===== src/design/bfcq_pkg.sv =====
// ----------------------------------------------------------------------------
// bfcq_pkg
// Shared types and constants of the bracket frame collector queue.
// ----------------------------------------------------------------------------
package bfcq_pkg;

    localparam logic [7:0] OPEN_MARK  = 8'h5B;
    localparam logic [7:0] CLOSE_MARK = 8'h5D;
    localparam int         DROP_W     = 32;

    // One input word after decoding by the front end.
    typedef struct packed {
        logic       is_pop;
        logic       is_open;
        logic       is_close;
        logic [7:0] data;
    } cmd_t;

    // One result word waiting in the output buffer.
    typedef struct packed {
        logic [7:0]        data;
        logic              last;
        logic              empty;
        logic [DROP_W-1:0] drops;
    } result_t;

endpackage


===== src/design/bfcq_ram.sv =====
// ----------------------------------------------------------------------------
// bfcq_ram
// Generic simple dual-port RAM: one write port, one read port, registered read.
// ----------------------------------------------------------------------------
module bfcq_ram #(
    parameter int WIDTH = 8,
    parameter int DEPTH = 256
) (
    input  logic                     clk,
    input  logic                     we,
    input  logic [$clog2(DEPTH)-1:0] waddr,
    input  logic [WIDTH-1:0]         wdata,
    input  logic [$clog2(DEPTH)-1:0] raddr,
    output logic [WIDTH-1:0]         rdata
);

    logic [WIDTH-1:0] mem_reg [DEPTH];
    logic [WIDTH-1:0] rdata_reg;

    always_ff @(posedge clk)
    begin
        if (we)
        begin
            mem_reg[waddr] <= wdata;
        end
        rdata_reg <= mem_reg[raddr];
    end

    assign rdata = rdata_reg;

endmodule


===== src/design/bfcq_front.sv =====
// ----------------------------------------------------------------------------
// bfcq_front
// Input side: accepts words, decodes bracket marks and pops, and holds them
// in a two-entry command queue toward the back end.
// ----------------------------------------------------------------------------
module bfcq_front import bfcq_pkg::*; (
    input  logic       clk,
    input  logic       rst_n,
    input  logic       in_valid,
    output logic       in_stall,
    input  logic       func,
    input  logic [7:0] rx_byte,
    output logic       cmd_valid,
    output cmd_t       cmd,
    input  logic       cmd_take
);

    cmd_t       q_reg [2];
    logic       wr_ptr_reg, wr_ptr_next;
    logic       rd_ptr_reg, rd_ptr_next;
    logic [1:0] count_reg, count_next;
    cmd_t       cmd_in;
    logic       push, pop;

    always_comb
    begin
        cmd_in.is_pop   = func;
        cmd_in.is_open  = !func && (rx_byte == OPEN_MARK);
        cmd_in.is_close = !func && (rx_byte == CLOSE_MARK);
        cmd_in.data     = rx_byte;
    end

    assign in_stall  = (count_reg == 2'd2);
    assign cmd_valid = (count_reg != 2'd0);
    assign cmd       = q_reg[rd_ptr_reg];
    assign push      = in_valid && !in_stall;
    assign pop       = cmd_take && cmd_valid;

    always_comb
    begin
        wr_ptr_next = push ? !wr_ptr_reg : wr_ptr_reg;
        rd_ptr_next = pop  ? !rd_ptr_reg : rd_ptr_reg;
        count_next  = count_reg + {1'b0, push} - {1'b0, pop};
    end

    always_ff @(posedge clk or negedge rst_n)
    begin
        if (!rst_n)
        begin
            wr_ptr_reg <= 1'b0;
            rd_ptr_reg <= 1'b0;
            count_reg  <= 2'd0;
        end
        else
        begin
            wr_ptr_reg <= wr_ptr_next;
            rd_ptr_reg <= rd_ptr_next;
            count_reg  <= count_next;
        end
    end

    always_ff @(posedge clk)
    begin
        if (push)
        begin
            q_reg[wr_ptr_reg] <= cmd_in;
        end
    end

endmodule


===== src/design/bfcq_back.sv =====
// ----------------------------------------------------------------------------
// bfcq_back
// Execution side: collects frame bytes straight into the free ring slot,
// queues finished frames, counts drops, and streams popped frames out of the
// frame store through a two-entry output buffer.
// ----------------------------------------------------------------------------
module bfcq_back import bfcq_pkg::*; #(
    parameter int FRAME_LEN   = 64,
    parameter int QUEUE_SLOTS = 4,
    parameter int LEN_W       = 6,
    parameter int SLOT_W      = 2
) (
    input  logic              clk,
    input  logic              rst_n,
    input  logic              cmd_valid,
    input  cmd_t              cmd,
    output logic              cmd_take,
    output logic              out_valid,
    input  logic              out_stall,
    output logic [7:0]        frame_byte,
    output logic              frame_last,
    output logic              queue_empty,
    output logic [DROP_W-1:0] dropped_frames
);

    localparam int                ADDR_W    = SLOT_W + LEN_W;
    localparam int                RAM_DEPTH = 2 ** ADDR_W;
    localparam logic [LEN_W-1:0]  LEN_MAX   = LEN_W'(FRAME_LEN - 1);
    localparam logic [SLOT_W-1:0] SLOT_LAST = SLOT_W'(QUEUE_SLOTS - 1);

    localparam logic ST_IDLE   = 1'b0;
    localparam logic ST_STREAM = 1'b1;

    logic              state_reg, state_next;
    logic              collecting_reg, collecting_next;
    logic [LEN_W-1:0]  plen_reg, plen_next;
    logic [SLOT_W-1:0] wslot_reg, wslot_next;
    logic [SLOT_W-1:0] rslot_reg, rslot_next;
    logic [DROP_W-1:0] drop_reg, drop_next;
    logic [LEN_W-1:0]  slot_len_reg [QUEUE_SLOTS];
    logic [LEN_W-1:0]  idx_reg, idx_next;
    logic [LEN_W-1:0]  cur_len_reg, cur_len_next;

    logic              infl_valid_reg;
    logic              infl_last_reg;
    logic              infl_marker_reg;
    logic [DROP_W-1:0] infl_drop_reg;

    result_t           obuf_reg [2];
    logic              owr_ptr_reg, ord_ptr_reg;
    logic [1:0]        ocount_reg, ocount_next;

    logic [SLOT_W-1:0] wslot_inc, rslot_inc;
    logic [LEN_W-1:0]  idx_inc;
    logic              ring_empty, out_pop, issue_ok;
    logic              issue, issue_last, issue_marker;
    logic              slot_len_we;
    logic              ram_we;
    logic [ADDR_W-1:0] ram_waddr, ram_raddr;
    logic [7:0]        ram_rdata;
    result_t           obuf_in, obuf_head;

    bfcq_ram #(
        .WIDTH (8),
        .DEPTH (RAM_DEPTH)
    ) u_store (
        .clk   (clk),
        .we    (ram_we),
        .waddr (ram_waddr),
        .wdata (cmd.data),
        .raddr (ram_raddr),
        .rdata (ram_rdata)
    );

    assign wslot_inc  = (wslot_reg == SLOT_LAST) ? '0 : wslot_reg + 1'b1;
    assign rslot_inc  = (rslot_reg == SLOT_LAST) ? '0 : rslot_reg + 1'b1;
    assign idx_inc    = idx_reg + 1'b1;
    assign ring_empty = (rslot_reg == wslot_reg);
    assign out_pop    = out_valid && !out_stall;
    // A read is started only when the output buffer is sure to have room
    // for its data once the frame store returns it.
    assign issue_ok   = ({1'b0, ocount_reg} + {2'b00, infl_valid_reg})
                        < (3'd2 + {2'b00, out_pop});
    assign ram_waddr  = {wslot_reg, plen_reg};
    assign ram_raddr  = {rslot_reg, idx_reg};

    always_comb
    begin
        state_next      = state_reg;
        collecting_next = collecting_reg;
        plen_next       = plen_reg;
        wslot_next      = wslot_reg;
        rslot_next      = rslot_reg;
        drop_next       = drop_reg;
        idx_next        = idx_reg;
        cur_len_next    = cur_len_reg;
        cmd_take        = 1'b0;
        ram_we          = 1'b0;
        slot_len_we     = 1'b0;
        issue           = 1'b0;
        issue_last      = 1'b0;
        issue_marker    = 1'b0;
        case (state_reg)
            ST_IDLE:
            begin
                if (cmd_valid)
                begin
                    if (cmd.is_pop)
                    begin
                        if (ring_empty)
                        begin
                            if (issue_ok)
                            begin
                                issue        = 1'b1;
                                issue_last   = 1'b1;
                                issue_marker = 1'b1;
                                cmd_take     = 1'b1;
                            end
                        end
                        else
                        begin
                            cmd_take     = 1'b1;
                            state_next   = ST_STREAM;
                            idx_next     = '0;
                            cur_len_next = slot_len_reg[rslot_reg];
                        end
                    end
                    else
                    begin
                        cmd_take = 1'b1;
                        if (cmd.is_open)
                        begin
                            collecting_next = 1'b1;
                            plen_next       = '0;
                        end
                        else if (collecting_reg)
                        begin
                            if (cmd.is_close)
                            begin
                                if (plen_reg != '0)
                                begin
                                    if (wslot_inc != rslot_reg)
                                    begin
                                        slot_len_we = 1'b1;
                                        wslot_next  = wslot_inc;
                                    end
                                    else
                                    begin
                                        drop_next = drop_reg + 32'd1;
                                    end
                                end
                                collecting_next = 1'b0;
                                plen_next       = '0;
                            end
                            else if (plen_reg < LEN_MAX)
                            begin
                                // The slot at the write pointer is always free,
                                // so the partial frame is built in place there.
                                ram_we    = 1'b1;
                                plen_next = plen_reg + 1'b1;
                            end
                            else
                            begin
                                collecting_next = 1'b0;
                                plen_next       = '0;
                                drop_next       = drop_reg + 32'd1;
                            end
                        end
                    end
                end
            end
            ST_STREAM:
            begin
                if (issue_ok)
                begin
                    issue      = 1'b1;
                    issue_last = (idx_inc == cur_len_reg);
                    idx_next   = idx_inc;
                    if (issue_last)
                    begin
                        rslot_next = rslot_inc;
                        state_next = ST_IDLE;
                    end
                end
            end
            default:
            begin
                state_next = ST_IDLE;
            end
        endcase
    end

    always_ff @(posedge clk or negedge rst_n)
    begin
        if (!rst_n)
        begin
            state_reg      <= ST_IDLE;
            collecting_reg <= 1'b0;
            plen_reg       <= '0;
            wslot_reg      <= '0;
            rslot_reg      <= '0;
            drop_reg       <= '0;
            idx_reg        <= '0;
            cur_len_reg    <= '0;
            infl_valid_reg <= 1'b0;
            owr_ptr_reg    <= 1'b0;
            ord_ptr_reg    <= 1'b0;
            ocount_reg     <= 2'd0;
        end
        else
        begin
            state_reg      <= state_next;
            collecting_reg <= collecting_next;
            plen_reg       <= plen_next;
            wslot_reg      <= wslot_next;
            rslot_reg      <= rslot_next;
            drop_reg       <= drop_next;
            idx_reg        <= idx_next;
            cur_len_reg    <= cur_len_next;
            infl_valid_reg <= issue;
            owr_ptr_reg    <= infl_valid_reg ? !owr_ptr_reg : owr_ptr_reg;
            ord_ptr_reg    <= out_pop ? !ord_ptr_reg : ord_ptr_reg;
            ocount_reg     <= ocount_next;
        end
    end

    always_ff @(posedge clk)
    begin
        if (slot_len_we)
        begin
            slot_len_reg[wslot_reg] <= plen_reg;
        end
        if (issue)
        begin
            infl_last_reg   <= issue_last;
            infl_marker_reg <= issue_marker;
            infl_drop_reg   <= drop_reg;
        end
        if (infl_valid_reg)
        begin
            obuf_reg[owr_ptr_reg] <= obuf_in;
        end
    end

    always_comb
    begin
        obuf_in.data  = infl_marker_reg ? 8'h00 : ram_rdata;
        obuf_in.last  = infl_last_reg;
        obuf_in.empty = infl_marker_reg;
        obuf_in.drops = infl_drop_reg;
        ocount_next   = ocount_reg + {1'b0, infl_valid_reg} - {1'b0, out_pop};
    end

    assign obuf_head      = obuf_reg[ord_ptr_reg];
    assign out_valid      = (ocount_reg != 2'd0);
    assign frame_byte     = obuf_head.data;
    assign frame_last     = obuf_head.last;
    assign queue_empty    = obuf_head.empty;
    assign dropped_frames = obuf_head.drops;

endmodule


===== src/design/bracket_frame_collector_queue.sv =====
// ----------------------------------------------------------------------------
// bracket_frame_collector_queue
// Receives bytes, collects '[' ... ']' frames into a ring of frame slots and
// returns the oldest frame byte by byte on request.
// ----------------------------------------------------------------------------
// A received byte is taken by the back end and produces no result. A pop of
// a frame of N bytes produces N result words at one word per cycle while the
// output is not stalled, paced by the single read port of the frame store;
// the first word passes through the stream state, the registered read of the
// frame store and the output buffer before it is presented. A pop on an empty
// ring produces one empty marker (byte 0, last and queue_empty set), presented
// through the output buffer. Items are executed strictly in order, so words
// arriving during a pop wait in the two-entry input queue. At most
// QUEUE_SLOTS-1 frames of up to FRAME_LEN-1 bytes are held; a frame that finds
// the ring full or grows too long is dropped, counted in dropped_frames, which
// every result word carries. The frame store needs no clearing after reset.
// ----------------------------------------------------------------------------
module bracket_frame_collector_queue import bfcq_pkg::*; #(
    parameter int FRAME_LEN   = 64,
    parameter int QUEUE_SLOTS = 4
) (
    input  logic              clk,
    input  logic              rst_n,
    input  logic              in_valid,
    output logic              in_stall,
    input  logic              func,
    input  logic [7:0]        rx_byte,
    output logic              out_valid,
    input  logic              out_stall,
    output logic [7:0]        frame_byte,
    output logic              frame_last,
    output logic              queue_empty,
    output logic [DROP_W-1:0] dropped_frames
);

    localparam int LEN_W  = $clog2(FRAME_LEN);
    localparam int SLOT_W = $clog2(QUEUE_SLOTS);

    logic cmd_valid;
    cmd_t cmd;
    logic cmd_take;

    bfcq_front u_front (
        .clk       (clk),
        .rst_n     (rst_n),
        .in_valid  (in_valid),
        .in_stall  (in_stall),
        .func      (func),
        .rx_byte   (rx_byte),
        .cmd_valid (cmd_valid),
        .cmd       (cmd),
        .cmd_take  (cmd_take)
    );

    bfcq_back #(
        .FRAME_LEN   (FRAME_LEN),
        .QUEUE_SLOTS (QUEUE_SLOTS),
        .LEN_W       (LEN_W),
        .SLOT_W      (SLOT_W)
    ) u_back (
        .clk            (clk),
        .rst_n          (rst_n),
        .cmd_valid      (cmd_valid),
        .cmd            (cmd),
        .cmd_take       (cmd_take),
        .out_valid      (out_valid),
        .out_stall      (out_stall),
        .frame_byte     (frame_byte),
        .frame_last     (frame_last),
        .queue_empty    (queue_empty),
        .dropped_frames (dropped_frames)
    );

endmodule


===== config.mk =====
export PLATFORM = sky130hd
export DESIGN_NAME = bracket_frame_collector_queue
export DESIGN_NICKNAME = d
export VERILOG_FILES = /design/src/design/bfcq_pkg.sv /design/src/design/bfcq_ram.sv /design/src/design/bfcq_front.sv /design/src/design/bfcq_back.sv /design/src/design/bracket_frame_collector_queue.sv
export SDC_FILE = /design/constraint.sdc
export NUM_CORES = 2
export LEC_CHECK = 0
export ABC_AREA = 1
export BUFFER_PORTS_ARGS = -buffer_cell sky130_fd_sc_hd__buf_2
export CAP_MARGIN = 20
export CORE_ASPECT_RATIO = 1.5
export CORE_MARGIN = 1
export CORE_UTILIZATION = 50
export CTS_BUF_LIST = sky130_fd_sc_hd__clkbuf_8 sky130_fd_sc_hd__clkbuf_16
export DETAILED_ROUTE_END_ITERATION = 10
export PLACE_DENSITY = 0.67
export SLEW_MARGIN = 0
export SYNTH_ARGS = -nofsm -noshare
export SYNTH_HDL_FRONTEND = slang
export SYNTH_SLANG_ARGS = --single-unit

===== constraint.sdc =====
create_clock -name clk -period 6.05 [get_ports clk]
set_clock_uncertainty 0.1 [all_clocks]
set_input_delay 0.3025 -clock clk [delete_from_list [all_inputs] [get_ports clk]]
set_output_delay 0.3025 -clock clk [all_outputs]
set_load 0.1 [all_outputs]

==> metrics <==
status=complete, no violations; cell taking the most area after synthesis=edfxtp_1; M1 GR Usage=0.314; TritonCTS buffer count=202; PwrDens=499 nW/µm²; met3 global-route usage=0.0327; I/O Buffers=56; FMAX=233 MHz; H-tree level count=4; # placed instances=9889; r2r endpoint=u_back.u_store.mem_reg[228][7]; Antenna Nets Post-Route=0; number of core rows=192; routed wire length=242000 µm; Max FO, Critical Path=16; gr busiest metal=met2; Worst Tran Pin Value=1.32 ns; critical path class=reg -> reg; Final Hold Violating Endpoints=0; DR WL/cell=23.6 µm; Layout Nets=7713; Syn Inst Count=7776; arrival time worst endpoint=4.66 ns; setup ws final=1.75 ns; post-layout min period=4.30 ns; top-area cell type share of the netlist area=0.718; FF-to-FF path depth=8; most common cell after layout, fill and taps aside=nand2_1; # fillers=14842; GRT Overall Usage=0.256; met2 usage=0.446; unrepaired setup endpoints after global routing=no; Die Y=529 µm; Clock Sinks=2285; Post-Syn Area=92500 µm²; DP Worst Slack=1.78 ns; crit end category=flip-flop; clk_lat worst skew=0.86 ns; dpl hpwl=141000 µm; number of library cell types mapped by synthesis=39; placer congestion estimate=0.942; fraction of layout cells with a size suffix above 1=0.0664; Vias=59529; crit start category=flip-flop; fin. max-slew vios=0; total negative setup slack=0 ns; Initial DRC Count=6366; CTS max path bufs=4; core footprint=183000 µm²; global route overflow=0; commonest cells after routing, fill and taps aside=nand2_1 (2323), edfxtp_1 (2212), nand3_1 (2042); Largest register FFs=2048; fin util=0.555; CTS Root Cell=clkbuf_16; vias in the first global route=57342; Finish-stage setup viols=0; antenna violations before repair=8; Synth Warn #=0; Slew HR=0.120; drt drc=0; Mapped Avg Cell Area=11.9 µm²; io pins=57; setup slack, reg-to-reg=1.75 ns; Pre-Repair DR Iteration Count=6; r2r startpoint=u_back.plen_reg[0]; maxcap violations=0; final hold slack=0.117 ns; Pleak=35.9 nW; end of the worst hold path=u_front.q_reg[1][7]; pin count of the biggest net entering global routing=206; Layout Cells excl Fill=10266; Synth-to-Final Area Change=9.92%; Worst Hold Class=in -> reg; via/cell ratio=5.80; Area contributors post-synth=edfxtp_1 (72%), nand3_1 (11%), nand2_1 (9.5%); CTS tree=built; Post-CTS Resized=0; Hold Crit Depth=2; sequential area share after synthesis=0.738; clock-pin slew of the registers on the worst-case setup and hold paths=0.07 ns; Die W=353 µm; CP required=6.41 ns; Die Area=187000 µm²; Hold Startpoint=rx_byte[7]; first-pass GRT wire length=358000 µm; Initial Utilization=0.505; worst ir drop on vdd=0.509 mV; final clock period utilization by the worst path=0.711; FF+latch count, synth=2285
## worst max-delay path: stages, from the launching register on
cell and delay [ns]:
dfrtp_1 0.46, ha_1 0.35, nand2_2 0.69, nor2_1 0.22, nor3_4 0.26, inv_2 0.10
nor2_8 0.14, nand3_1 0.68, nor2_1 0.92
## power breakdown
group          switching (mW)  leakage (nW)  internal [mW]
sequential              0.524          21.0           20.3
clock                    5.52          3.30           6.98
combinational            13.6          11.6           3.77
total                    19.6          35.9           31.0
## how the worst max path moves through the flow
stage | end | slack, ns | from | cells after the start
final | u_back.u_store.mem_reg[228][7] | 1.75 | u_back.plen_reg[0] | 8
after global routing | u_back.u_store.mem_reg[228][7] | 1.64 | u_back.plen_reg[0] | 8
after CTS | u_back.u_store.mem_reg[242][3] | 1.79 | u_back.plen_reg[0] | 8
after detailed placement | u_back.u_store.mem_reg[242][3] | 1.78 | u_back.plen_reg[0] | 8
after global placement | u_back.u_store.mem_reg[252][4] | 1.93 | u_back.plen_reg[2] | 9
after floorplan | u_back.u_store.mem_reg[0][0] | 1.49 | u_front.rd_ptr_reg | 4
## metal layers
metal,wire length [µm],part of all wire
met2,121000,0.50
met4,13400,0.056
met5,28,0.00012
met3,18100,0.075
met1,88900,0.37
## cells in the mapped netlist (all sizes together)
master / number
nand4: 10
conb: 1
clkinv: 3
xnor2: 12
a21oi: 8
ha: 17
or2: 2
a22oi: 1
nand3b: 1
dfrtp: 65
dfxtp: 8
nor2: 323
mux2: 6
o21ai: 35
nand3: 2052
nor4: 6
inv: 82
buf: 249
a31oi: 1
nand2: 2359
xor2: 34
clkbuf: 254
edfxtp: 2212
o22ai: 9
nor3: 26
## through the flow
step / area, µm² / total power [mW]
floorplan: 92600 / 32.6
global placement: 95100 / 38.1
detailed placement: 95100 / 38.3
CTS: 102000 / 50.7
global route: 102000 / 52.6
finish: 102000 / 50.7
## timing repair
item / 4_1_cts / 5_1_grt
endpoints found under the setup margin: 0 / 0
hold buffers: 14 / 0
hold endpoints to repair: 90 / 0
buffers inserted: 0 / 0
## layout make-up
class,count,area [µm²],share of cell area
timing repair buffer,175,1640,0.0162
inverter,85,349,0.00343
sequential,2285,68200,0.671
clock buffer,214,5280,0.0519
antenna,4,10.0,0.0000985
clock inverter,144,1070,0.0106
tap,2425,3030,0.0299
multi-input combinational,4934,22000,0.217
## cell families after synthesis
family | synth area share
buffers and inverters | 0.0267
muxes | 0.000731
AOI/OAI and AO/OA | 0.00309
DFF | 0.738
other | 0.0000406
xor gates and xnor gates | 0.00436
adders and majority gates | 0.00230
and+or+nand+nor | 0.225
(Power assumes the default switching activity.)
